===== src/rtl/tcf_pkg.sv =====
package tcf_pkg;

  localparam int ID_W    = 16;
  localparam int STAMP_W = 6;

  typedef enum logic [1:0] {
    MODE_ENQ     = 2'd0,
    MODE_DEQ_ANY = 2'd1,
    MODE_DEQ_C0  = 2'd2,
    MODE_DEQ_C1  = 2'd3
  } mode_t;

  typedef enum logic [1:0] {
    ST_OK    = 2'd0,
    ST_EMPTY = 2'd1,
    ST_FULL  = 2'd2
  } status_t;

  // one queue slot: item id plus its arrival stamp
  typedef struct packed {
    logic [ID_W-1:0]    id;
    logic [STAMP_W-1:0] stamp;
  } entry_t;

endpackage


===== src/rtl/two_class_fifo_oldest_first.sv =====
// Two-class FIFO with oldest-first service.
// Input stream (s_axis_*): each transfer is one command. tuser carries the
// operation (enqueue, dequeue oldest of either class, of class 0, of class 1)
// and the item class; tdata carries the item id for an enqueue.
// Output stream (m_axis_*): exactly one result transfer per command, in order.
// tuser carries the status (ok, empty, full) and the class served; tdata the
// dequeued id, zero when nothing was dequeued.
// Every accepted enqueue gets a 6-bit arrival stamp; "either class" serves the
// head whose stamp is older, compared modulo 64.
// The result is registered and appears in the cycle after the command transfer.
// Throughput: one command per cycle while the receiver keeps up. Each class
// queue is a memory with one write and one registered read port; the read port
// always fetches the next head, so a command sees its head entry without waiting.
// Reset (rst, synchronous): both queues are emptied, the stamp counter
// returns to zero and the output register is dropped. No clearing pass.
// When the receiver stalls the result register holds; s_axis_tready falls
// only while a result is waiting and m_axis_tready is low.
module two_class_fifo_oldest_first #(
  parameter int QUEUE_DEPTH = 16
) (
  input  logic        clk,
  input  logic        rst,
  input  logic        s_axis_tvalid,
  output logic        s_axis_tready,
  input  logic [15:0] s_axis_tdata,   // [15:0] item_id
  input  logic [2:0]  s_axis_tuser,   // [1:0] mode, [2] item_class
  output logic        m_axis_tvalid,
  input  logic        m_axis_tready,
  output logic [15:0] m_axis_tdata,   // [15:0] out_id
  output logic [2:0]  m_axis_tuser    // [1:0] status, [2] out_class
);
  import tcf_pkg::*;

  localparam int AW = $clog2(QUEUE_DEPTH);
  localparam int CW = $clog2(QUEUE_DEPTH + 1);

  // per-class pointers and fill counts
  logic [AW-1:0]      head [2];
  logic [AW-1:0]      tail [2];
  logic [CW-1:0]      count [2];
  logic [AW-1:0]      head_next [2];
  logic [STAMP_W-1:0] arrival;

  // registered head entries, always valid for the current head
  entry_t             hd [2];

  logic               fire;
  mode_t              mode;
  logic               cls_in;
  logic [1:0]         push;
  logic [1:0]         pop;
  logic [1:0]         is_empty;
  logic [1:0]         is_full;
  logic               any_sel;
  logic [STAMP_W-1:0] stamp_diff;
  status_t            res_status;
  logic [ID_W-1:0]    res_id;
  logic               res_class;
  entry_t             wr_entry;

  assign s_axis_tready = !m_axis_tvalid || m_axis_tready;
  assign fire          = s_axis_tvalid && s_axis_tready;
  assign mode          = mode_t'(s_axis_tuser[1:0]);
  assign cls_in        = s_axis_tuser[2];

  assign wr_entry.id    = s_axis_tdata;
  assign wr_entry.stamp = arrival;

  always_comb begin
    for (int c = 0; c < 2; c++) begin
      is_empty[c] = (count[c] == '0);
      is_full[c]  = (count[c] == CW'(QUEUE_DEPTH));
    end
    // top bit of (s0 - s1) mod 64 set: class 0 head is older
    stamp_diff = hd[0].stamp - hd[1].stamp;
    if (is_empty[1]) begin
      any_sel = 1'b0;
    end else if (is_empty[0]) begin
      any_sel = 1'b1;
    end else begin
      any_sel = !stamp_diff[STAMP_W-1];
    end
  end

  always_comb begin
    logic sel;
    sel        = 1'b0;
    push       = 2'b00;
    pop        = 2'b00;
    res_status = ST_OK;
    res_id     = '0;
    res_class  = 1'b0;
    case (mode)
      MODE_ENQ: begin
        if (is_full[cls_in]) begin
          res_status = ST_FULL;
        end else begin
          push[cls_in] = fire;
        end
      end
      MODE_DEQ_ANY, MODE_DEQ_C0, MODE_DEQ_C1: begin
        if (mode == MODE_DEQ_ANY) begin
          sel = any_sel;
        end else begin
          sel = (mode == MODE_DEQ_C1);
        end
        if (mode == MODE_DEQ_ANY && is_empty[0] && is_empty[1]) begin
          res_status = ST_EMPTY;
        end else if (is_empty[sel]) begin
          res_status = ST_EMPTY;
          res_class  = sel;
        end else begin
          pop[sel]  = fire;
          res_id    = hd[sel].id;
          res_class = sel;
        end
      end
      default: begin
        res_status = ST_OK;
      end
    endcase
  end

  always_comb begin
    for (int c = 0; c < 2; c++) begin
      if (pop[c]) begin
        head_next[c] = (head[c] == AW'(QUEUE_DEPTH - 1)) ? '0 : head[c] + 1'b1;
      end else begin
        head_next[c] = head[c];
      end
    end
  end

  always_ff @(posedge clk) begin
    if (rst) begin
      arrival <= '0;
      for (int c = 0; c < 2; c++) begin
        head[c]  <= '0;
        tail[c]  <= '0;
        count[c] <= '0;
      end
    end else begin
      if (push != 2'b00) begin
        arrival <= arrival + 1'b1;
      end
      for (int c = 0; c < 2; c++) begin
        head[c] <= head_next[c];
        if (push[c]) begin
          tail[c]  <= (tail[c] == AW'(QUEUE_DEPTH - 1)) ? '0 : tail[c] + 1'b1;
          count[c] <= count[c] + 1'b1;
        end else if (pop[c]) begin
          count[c] <= count[c] - 1'b1;
        end
      end
    end
  end

  // queue storage: one write port at the tail, one registered read port at the
  // next head; a write to that same slot is forwarded
  for (genvar c = 0; c < 2; c++) begin : g_queue
    entry_t mem [QUEUE_DEPTH];

    always_ff @(posedge clk) begin
      if (push[c]) begin
        mem[tail[c]] <= wr_entry;
      end
      if (push[c] && tail[c] == head_next[c]) begin
        hd[c] <= wr_entry;
      end else begin
        hd[c] <= mem[head_next[c]];
      end
    end
  end

  // result register
  always_ff @(posedge clk) begin
    if (rst) begin
      m_axis_tvalid <= 1'b0;
    end else if (fire) begin
      m_axis_tvalid <= 1'b1;
    end else if (m_axis_tready) begin
      m_axis_tvalid <= 1'b0;
    end
  end

  always_ff @(posedge clk) begin
    if (fire) begin
      m_axis_tdata <= res_id;
      m_axis_tuser <= {res_class, res_status};
    end
  end

endmodule


===== config.mk =====
export PLATFORM = sky130hd
export DESIGN_NAME = two_class_fifo_oldest_first
export DESIGN_NICKNAME = d
export VERILOG_FILES = /design/src/rtl/tcf_pkg.sv /design/src/rtl/two_class_fifo_oldest_first.sv
export SDC_FILE = /design/constraint.sdc
export NUM_CORES = 1
export LEC_CHECK = 0
export ABC_AREA = 0
export ABC_CLOCK_PERIOD_IN_PS = 6080
export BUFFER_PORTS_ARGS = -buffer_cell sky130_fd_sc_hd__buf_2
export CAP_MARGIN = 20
export CORE_ASPECT_RATIO = 2
export CORE_MARGIN = 2
export CORE_UTILIZATION = 65
export CTS_CLUSTER_SIZE = 10
export DETAILED_ROUTE_END_ITERATION = 10
export GPL_TIMING_DRIVEN = 1
export PLACE_DENSITY = 0.87
export SLEW_MARGIN = 20
export SYNTH_ARGS = -nofsm -noshare
export SYNTH_HDL_FRONTEND = slang
export SYNTH_SLANG_ARGS = --single-unit

===== constraint.sdc =====
create_clock -name clk -period 6.08 [get_ports clk]
set_input_delay 0.304 -clock clk [delete_from_list [all_inputs] [get_ports clk]]
set_output_delay 0.304 -clock clk [all_outputs]
set_load 0.01 [all_outputs]

# Word level (Yosys, flattened, before mapping)
# Memories as Yosys holds them, arrays and structs flattened. A register that Yosys moved wholly into a read port is not among the register bits.
# Cells that the tools add are included.
[word_totals]
mem_bits_rw = 774
memories = 6
out_inout_bits = 21
register_bits = 10
inputBits = 23
elab_cells = 130
[op_classes]
n_mux = 64
magnitude_cmp = 4
bitwise = 13
addsub = 10
n_eq_ne = 11
n_reduce_logical = 18
[mem_list]
columns = ["memory", "depth", "word_bits", "rd", "rd_ports_with_merged_regs", "write_ports", "line_no", "rtl"]
rows = [
  ["g_queue[0].mem", 16, 22, 1, 0, 1, "two_class_fifo_oldest_first.sv:161", "entry_t mem [QUEUE_DEPTH];"],
  ["g_queue[1].mem", 16, 22, 1, 0, 1, "two_class_fifo_oldest_first.sv:161", ""],
  ["hd", 2, 22, 3, 1, 2, "two_class_fifo_oldest_first.sv:45", "entry_t hd [2];"],
  ["count", 2, 5, 2, 0, 2, "two_class_fifo_oldest_first.sv:40", "logic [CW-1:0] count [2];"],
  ["head", 2, 4, 2, 0, 2, "two_class_fifo_oldest_first.sv:38", "logic [AW-1:0] head [2];"],
  ["tail", 2, 4, 2, 0, 2, "two_class_fifo_oldest_first.sv:39", "logic [AW-1:0] tail [2];"],
]
[op_table]
columns = ["op", "n"]
rows = [
  ["two-way mux 22 bit", 2],
  ["two-way mux 4 bit", 10],
  ["two-way mux 1 bit", 39],
  ["two-way mux 5 bit", 4],
  ["adder 4 x 1 -> 4 bit (second input constant)", 4],
  ["equality test 4 bit (second input constant)", 4],
  ["two-way mux 2 bit", 6],
  ["adder 5 x 1 -> 5 bit (second input constant)", 2],
  ["equality test 5 bit (second input constant)", 2],
  ["zero test 5 bit", 2],
  ["bitwise OR 1 bit", 10],
  ["subtractor 5 x 1 -> 5 bit (second input constant)", 2],
  ["equality test 4 bit", 2],
  ["logical AND 1 bit", 7],
  ["adder 6 x 1 -> 6 bit (second input constant)", 1],
  ["OR reduction 3 bit", 2],
  ["subtractor 6 bit", 1],
  ["AND 2 bit", 2],
  ["equality test 2 bit (second input constant)", 2],
  ["less-than comparator 1 x 2 -> 1 bit (second input constant)", 2],
  ["case mux 2 bit (2 select lines)", 1],
  ["nonzero test 2 bit", 2],
  ["demux 1 bit (select 1 bit)", 2],
  ["equality test 2 x 1 -> 1 bit (second input constant)", 1],
  ["6 further kinds", 8],
]

# Logic depth before layout (Yosys ltp)
# Gate-level depths: netlist of the first run.
# An unclocked memory read counts as a cell.
[logic_depth]
ltp_word = 21
ltp_mapped = 15
ltp_nobuf = 15

# Worst setup path before layout of the first run
# OpenSTA, ideal clock, no wires.
[synth_timing]
path_type = "reg2reg"
startpoint = "register m_axis_tvalid"
endpoint = "memory g_queue[0].mem[10][0] in the netlist's numbering (enable)"
path_stages_with_launch = 8
path_buffers = 1
required_time_ps = 5679
arrival_time_ps = 3330
setup_time_ps = 401
slack_ps = 2350
synth_period_minus_slack_ps = 3730
path_cell_list = "dfxtp_1 nor2b_1 nor2_1 and3_1 buf_2 nor2b_1 nand3b_1 nor2_1"
[synth_between]
elab_chain_len = 8
[synth_rtl]
columns = ["element", "line_no", "rtl"]
rows = [
  ["start: declaration", "two_class_fifo_oldest_first.sv:27", "output logic m_axis_tvalid,"],
  ["start signal: assignment", "two_class_fifo_oldest_first.sv:178", "m_axis_tvalid <= 1'b0;"],
  ["start signal: assignment", "two_class_fifo_oldest_first.sv:180", "m_axis_tvalid <= 1'b1;"],
  ["start signal: assignment", "two_class_fifo_oldest_first.sv:182", "m_axis_tvalid <= 1'b0;"],
  ["zero test 1 bit", "two_class_fifo_oldest_first.sv:61", "assign s_axis_tready = !m_axis_tvalid || m_axis_tready;"],
  ["logical OR 1 bit", "two_class_fifo_oldest_first.sv:61", ""],
  ["logical AND 1 bit", "two_class_fifo_oldest_first.sv:62", "assign fire = s_axis_tvalid && s_axis_tready;"],
  ["via fire", "two_class_fifo_oldest_first.sv:47", "logic fire;"],
  ["AND 2 bit (no line)", "-", ""],
  ["two-way mux 2 bit", "two_class_fifo_oldest_first.sv:95", "if (is_full[cls_in]) begin"],
  ["two-way mux 2 bit", "two_class_fifo_oldest_first.sv:93", "case (mode)"],
  ["two-way mux 1 bit", "two_class_fifo_oldest_first.sv:164", "if (push[c]) begin"],
  ["two-way mux 1 bit (implied by the code)", "two_class_fifo_oldest_first.sv:165", "mem[tail[c]] <= wr_entry;"],
  ["end: declaration", "two_class_fifo_oldest_first.sv:161", ""],
]
# The timed path passes the listed nets, and every way through them passes these cells.

==> results of run 1 <==
==> final cells by class <==
type | count | area [um^2]
sequential | 800 | 23400
clock inverter | 2 | 32.5
fill | 2759 | 13500
tap | 643 | 805
multi-input combinational | 1568 | 8320
antenna | 2 | 5.00
clock buffer | 157 | 2520
inverter | 25 | 93.8
timing repair buffer | 92 | 636
==> power by group <==
group          switching (mW)  total, mW  internal [mW]
sequential              0.126       6.34           6.22
clock                    2.06       4.84           2.79
combinational            2.21       3.15          0.936
==> logic make-up (layout without fill, tap and decap cells) <==
kind of cell	after synthesis	after routing	share of synthesized area
DFF	800	800	0.721
buffers and inverters	173	276	0.0266
adders and majority gates	21	21	0.00832
and+or+nand+nor	1175	1175	0.160
AOI/OAI and AO/OA	308	308	0.0642
other	0	2	0
muxes	42	42	0.0137
xor gates and xnor gates	22	22	0.00616
==> how the worst max path moves through the flow <==
stage / startpoint / end / slack, ps / cells past startpoint
floorplan: m_axis_tvalid / g_queue[0].mem[10][0] / 2350 / 7
global placement: count[1][0] / hd[1][19] / 1910 / 13
detailed placement: hd[0][2] / hd[0][5] / 1770 / 11
CTS: hd[1][2] / hd[0][5] / 1680 / 12
global route: hd[1][2] / hd[0][5] / 1390 / 12
finish: hd[0][2] / hd[0][5] / 1540 / 11
==> sequential cells by signal (all words and copies together), names as in the netlist <==
name           cells
g_queue.mem      704
arrival            6
tail               8
m_axis_tuser       3
count             10
m_axis_tvalid      1
head               8
m_axis_tdata      16
hd                44
==> per-stage QoR <==
step,std cells,util,cell area (um^2)
after global placement,3126,0.674,33200
after global routing,3288,0.726,35800
after CTS,3287,0.726,35800
after detailed placement,3128,0.674,33300
after floorplan,2541,-,32500
final,3289,0.726,35800
==> synthesized netlist by cell type (11+ instances only) <==
master,count
a32oi_1,22
buf_4,14
buf_2,65
nand3_1,237
xnor2_1,14
o211ai_1,20
and3_1,76
ha_1,20
nand2_1,704
a31oi_1,84
buf_6,11
dfxtp_1,59
nor2_1,66
inv_1,24
o31ai_1,14
a21oi_1,94
edfxtp_1,741
mux2i_1,38
o21ai_0,13
clkbuf_1,48
nand4_1,19
and2_1,20
==> worst register-to-register path, delay by kind of cell, from the launching register on <==
family / cells / cell delay, ps
AOI/OAI and AO/OA: 5 / 1670
DFF: 1 / 330
buffers and inverters: 1 / 340
xor gates and xnor gates: 1 / 160
adders and majority gates: 1 / 320
and+or+nand+nor: 3 / 1580
==> layer usage <==
metal | GRT usage | vias up
li1 | - | 9353
met1 | 0.360 | 10700
met2 | 0.571 | 1736
met3 | 0.0565 | 455
met4 | 0.221 | 2
met5 | 0 | -
==> key figures, run 1 <==
Status
  • Status: finished clean

Critical path
  • Worst path max stage delay: 810 ps
  • CP Class: flip-flop to flip-flop
  • Most common cell on crit path: a31oi_1
  • Reg-to-Reg End: hd[0][5]
  • Crit end category: flip-flop
  • Data required, critical path: 6530 ps
  • Critical path arrival: 4980 ps
  • R2R Setup Slk: 1540 ps
  • Cells along the critical path: ha_1 -> a21oi_1 -> o21ai_0 -> a22oi_4 -> nand3_4 -> a31oi_1 -> and2_2 -> xnor2_1 -> or4_1 -> buf_4 -> a31oi_1
  • CP delay by family, top: compound AO/OA/AOI/OAI gates
  • Reg2reg start: hd[0][2]
  • Crit path buffers/inverters: 1
  • Slowest CP cell: and2_2
  • Crit path max fanout: 42
  • R2R depth: 11
  • Startpoint Class: flip-flop

Synth
  • Syn Std Cell Area: 32,500 um^2
  • FF+latch count, synth: 800
  • Ys Warns: 0
  • Dominant synthesized flop cell: edfxtp_1
  • Async set-reset flop share out of synthesis: 0
  • Number of synthesized flops with an enable pin: 741
  • Mapped Avg Cell Area: 12.8 um^2
  • Yosys top cell by area: edfxtp_1
  • Sequential share of the synthesized area: 0.721
  • Area contributors post-synth: edfxtp_1, nand2_1, nand3_1, dfxtp_1, a31oi_1
  • Synth top area share: 0.685
  • Cells after Synth: 2,541
  • Yosys cell types: 74
  • Syn Nets: 2,585

Clocking
  • CTS Hold Bufs: 0
  • CTS Buf Count: 89
  • Clk pin slew, worst setup/hold paths: 60 ps
  • CTS tree: built
  • Clock sinks: 800
  • Insertion delay to the later sink of the worst-skew pair: 640 ps
  • Clk buf depth: 3
  • Cell chosen for the clock root: clkbuf_16
  • H-tree level count: 3
  • Cts repair resizes: 0
  • Setup Fix Bufs, Post-CTS: 0

Drt
  • Vias/cell: 6.76
  • Remaining DRCs: 0
  • Metal3 WL: 8.56 mm
  • Drt total wl: 84.8 mm
  • Uppermost layer routed: met5
  • Drt pass-1 iters: 7
  • Met1 Wirelength: 26.1 mm
  • WL per Instance: 25.8 um
  • Final ANT Viol Nets: 0
  • Routed met2 length: 44.1 mm
  • DRT iter0 DRCs: 2,975
  • Via count of the routed design: 22,200

Worst hold path
  • Hold Crit Class: input pin to flip-flop
  • Worst Hold Launch: s_axis_tvalid
  • WHS Path Cells: 3
  • Worst hold endpoint: m_axis_tvalid

Floorplanning
  • Starting density of the core: 0.658
  • Chip width: 162 um
  • Core Rows: 115
  • I/O Pins: 44
  • Die area: 51,900 um^2
  • Die height: 320 um
  • Core area: 49,400 um^2

STA
  • Clock Skews: 37.9 ps
  • Final setup fails: 0
  • Slew Limit Fails: 0
  • Final Hold Viols: 0
  • Worst Tran Pin Value: 1180 ps
  • Tmin final: 4540 ps
  • Hold WS: 60.4 ps
  • Setup_tns: 0 ps
  • Highest clock rate: 0.220 GHz
  • Slew headroom: 0.208
  • RSZ-0062 raised after global routing: false
  • Period Utilization, post-route: 0.746
  • Post-route worst setup slack: 1540 ps

GRT
  • Vias in the first global route: 22,800
  • Gr ovfl total: 0
  • Overall Global Routing Usage: 0.326
  • First-pass GRT wire length: 127 mm
  • Pin count of the biggest net entering global routing: 173
  • Initial antenna violation count: 3

Job
  • Max_cap viols: 0

Power
  • PwrDens: 400 nW/um^2
  • Cell leakage power: 12.8 nW
  • Pwr Total: 14.3 mW
  • Max VDD drop: 0.000425 V

Final layout
  • Most frequent cells in the layout: edfxtp_1, nand2_1, nand3_1, a21oi_1, clkbuf_16
  • Nets@finish: 2,620
  • Most common cell after layout, fill and taps aside: edfxtp_1
  • Share of cells above drive strength 1: 0.0934
  • P&R area growth vs syn: 10.3%

Place
  • Post-placement setup slack: 1770 ps
  • Final Wtd Congestion: 0.921
  • Port buffer count: 43
  • Post-DP HPWL: 47.9 mm
No activity file was read; power rests on OpenSTA's default activity.
==> inputs of run 2 (changes only) <==
--- a/config.mk
+++ b/config.mk
@@ -5,17 +5,17 @@
 export SDC_FILE = /design/constraint.sdc
 export NUM_CORES = 1
 export LEC_CHECK = 0
-export ABC_AREA = 0
-export ABC_CLOCK_PERIOD_IN_PS = 6080
+export ABC_AREA = 1
+export ABC_CLOCK_PERIOD_IN_PS = 4200
 export BUFFER_PORTS_ARGS = -buffer_cell sky130_fd_sc_hd__buf_2
 export CAP_MARGIN = 20
 export CORE_ASPECT_RATIO = 2
 export CORE_MARGIN = 2
-export CORE_UTILIZATION = 65
+export CORE_UTILIZATION = 63
 export CTS_CLUSTER_SIZE = 10
 export DETAILED_ROUTE_END_ITERATION = 10
 export GPL_TIMING_DRIVEN = 1
-export PLACE_DENSITY = 0.87
+export PLACE_DENSITY = 0.85
 export SLEW_MARGIN = 20
 export SYNTH_ARGS = -nofsm -noshare
 export SYNTH_HDL_FRONTEND = slang
==> constraint.sdc (replaced) <==
create_clock -name clk -period 4.2 [get_ports clk]
set_input_delay 0.21 -clock clk [delete_from_list [all_inputs] [get_ports clk]]
set_output_delay 0.21 -clock clk [all_outputs]
set_load 0.01 [all_outputs]
==> run 2 against run 1 <==
- combinational power is 23% higher
- critical endpoint is now hd[0][4]
- register-to-register slack worse by 1000 ps
- sequential share of layout area is 5.9 points lower
- setup slack worse by 1000 ps
- critical path type unchanged
- largest cell class unchanged
- synthesized area is 9.3% higher
- non-clock buffer count is 32 higher
- sequential power is 45% higher
- die area is 13% higher
==> key figures, run 2 <==
STA
  • Period Utilization, post-route: 0.881
  • Final Hold Viols: 0
  • Worst Tran Pin Value: 997 ps
  • Slew Limit Fails: 0
  • RSZ-0062 raised after global routing: false
  • Post-route worst setup slack: 502 ps
  • Tmin final: 3700 ps
  • Final setup fails: 0
  • Slew headroom: 0.335
  • Setup_tns: 0 ps
  • Clock Skews: 27.0 ps
  • Highest clock rate: 0.270 GHz

Clocking
  • Clk pin slew, worst setup/hold paths: 60 ps
  • H-tree level count: 3
  • Insertion delay to the later sink of the worst-skew pair: 650 ps
  • Setup Fix Bufs, Post-CTS: 0
  • CTS tree: built
  • Clock sinks: 800
  • CTS Buf Count: 89
  • Clk buf depth: 3
  • Cell chosen for the clock root: clkbuf_16

Drt
  • Final ANT Viol Nets: 0
  • Drt total wl: 92.4 mm
  • Drt pass-1 iters: 7
  • WL per Instance: 20.9 um
  • Remaining DRCs: 0
  • DRT iter0 DRCs: 2,846
  • Vias/cell: 5.84
  • Via count of the routed design: 25,800

GRT
  • GR Util met1: 0.352
  • Most used routing layer: met2
  • Met2 Track Usage GR: 0.561
  • Met3 usage: 0.0584
  • Pin count of the biggest net entering global routing: 90
  • Vias in the first global route: 26,400
  • Gr ovfl total: 0
  • Overall Global Routing Usage: 0.325
  • Initial antenna violation count: 7
  • First-pass GRT wire length: 142 mm

Floorplanning
  • I/O Pins: 44
  • Starting density of the core: 0.634
  • Chip width: 172 um
  • Core area: 56,000 um^2
  • Die height: 340 um
  • Core Rows: 123
  • Die area: 58,400 um^2

Synth
  • Syn Nets: 3,598
  • Commonest cells in the netlist: nand3_1, nand2_1, inv_1
  • Dominant synthesized flop cell: edfxtp_1
  • Sequential share of the synthesized area: 0.660
  • Area contributors post-synth: edfxtp_1, nand3_1, nand2_1, inv_1, dfxtp_1
  • Async set-reset flop share out of synthesis: 0
  • Synth top area share: 0.626
  • Yosys cell types: 39
  • Most frequent cell after synthesis: nand3_1
  • Mapped Avg Cell Area: 10.0 um^2
  • Number of synthesized flops with an enable pin: 741
  • Cells after Synth: 3,554
  • Ys Warns: 0
  • FF+latch count, synth: 800
  • Syn Std Cell Area: 35,500 um^2
  • Yosys top cell by area: edfxtp_1

Final layout
  • Most frequent cells in the layout: nand3_1, nand2_1, inv_1, edfxtp_1, clkbuf_16
  • Most common cell after layout, fill and taps aside: nand3_1
  • P&R area growth vs syn: 10.9%
  • Nets@finish: 3,641
  • Post-Layout Inst Area: 39,400 um^2
  • Max reg flops: 704
  • Share of cells above drive strength 1: 0.0798

Critical path
  • Crit end category: flip-flop
  • Startpoint Class: flip-flop
  • CP Class: flip-flop to flip-flop
  • Data required, critical path: 4750 ps
  • Crit path max fanout: 47
  • Critical path arrival: 4250 ps

Status
  • Status: finished clean

Job
  • Max_cap viols: 0

Power
  • Max VDD drop: 0.000406 V
  • PwrDens: 511 nW/um^2
  • Cell leakage power: 17.2 nW

Worst hold path
  • Hold Crit Class: input pin to flip-flop

Place
  • Cell Area, Placed: 36,800 um^2
  • Final Wtd Congestion: 0.864
  • Port buffer count: 43
  • Post-placement setup slack: 675 ps
  • Post-DP HPWL: 53.9 mm
==> run 2: cell count changes after synthesis, sizes merged, moves of 10 or more <==
cell	before	now
nor2b	10	0
xnor2	14	3
a32oi	22	0
inv	24	770
and3	76	0
nand2	704	801
clkbuf	48	70
mux2i	39	0
o31ai	22	1
o211ai	21	0
a21oi	97	33
a31oi	84	1
and2	20	0
nand3	238	814
==> run 2: kinds of logic (layout without fill, tap and decap cells) <==
family / count (synthesis) / in the layout / synth area share
other: 0 / 2 / 0
XOR/XNOR: 15 / 15 / 0.00412
adder cells (fa/ha/maj): 21 / 21 / 0.00761
buffers and inverters: 943 / 1059 / 0.104
flip-flops: 800 / 800 / 0.660
AND/OR/NAND/NOR: 1723 / 1723 / 0.216
AO/OA/AOI/OAI: 52 / 52 / 0.00831
==> run 2: per-stage QoR <==
stage               instances  power [mW]  hold WS (ps)  utilization
finish                   4422        20.1          21.1        0.704
global route             4422        20.8          60.9        0.704
CTS                      4420        20.1          1.31        0.703
detailed placement       4253        13.1           476        0.657
global placement         4253        13.0           454        0.657
floorplan                3554        11.8           309            -
==> run 2: power by group <==
| group | leakage [nW] | internal (mW) | switching, mW |
|---|---|---|---|
| combinational | 8.92 | 1.11 | 2.79 |
| clock | 1.23 | 4.03 | 3.00 |
| sequential | 7.09 | 9.02 | 0.187 |
| total | 17.2 | 14.2 | 5.97 |
==> run 2: critical path, stage by stage (launching register included) <==
cell and delay, ps:
dfxtp_1 310, inv_1 50, ha_1 300, nand2_1 80, nor2_1 120, nand2_1 70, nand4_1 80, nand3_1 150
nand3_2 140, nand4_4 180, o21ai_4 190, buf_4 490, buf_4 590, nand3_1 140, nand3_1 120, nand3_1 170
nand2_1 110, nand2_1 50, nand2_1 210
==> run 2: layout make-up <==
| cell class | count | area [um^2] |
|---|---|---|
| Antenna cell | 2 | 5.00 |
| Fill cell | 3652 | 16600 |
| Sequential cell | 800 | 23400 |
| Timing Repair Buffer | 124 | 968 |
| Clock buffer | 159 | 2510 |
| Inverter | 771 | 2890 |
| Multi-Input combinational cell | 1811 | 8580 |
| Clock inverter | 5 | 73.8 |
| Tap cell | 750 | 938 |
==> run 2: final timing paths <==
check	startpoint	end	slack [ps]	depth (start not counted)
worst max register to register	hd[1][4]	hd[0][4]	500	18
worst max-delay path	hd[1][4]	hd[0][4]	500	18
worst min register to register	arrival[5]	arrival[5]	490	1
worst min-delay path	s_axis_tuser[0]	m_axis_tuser[0]	20	3
==> run 2: timing repair <==
item                      in CTS  in global routing
hold buffers                   3                  0
resized for setup              0                  0
hold endpoints to repair       6                  0
==> run 2: metal layers <==
| metal | share of wire | vias up |
|---|---|---|
| met2 | 0.51 | 1738 |
| met5 | 0.00039 | - |
| met3 | 0.10 | 531 |
| met4 | 0.082 | 6 |
| met1 | 0.31 | 11900 |
| li1 | - | 11600 |
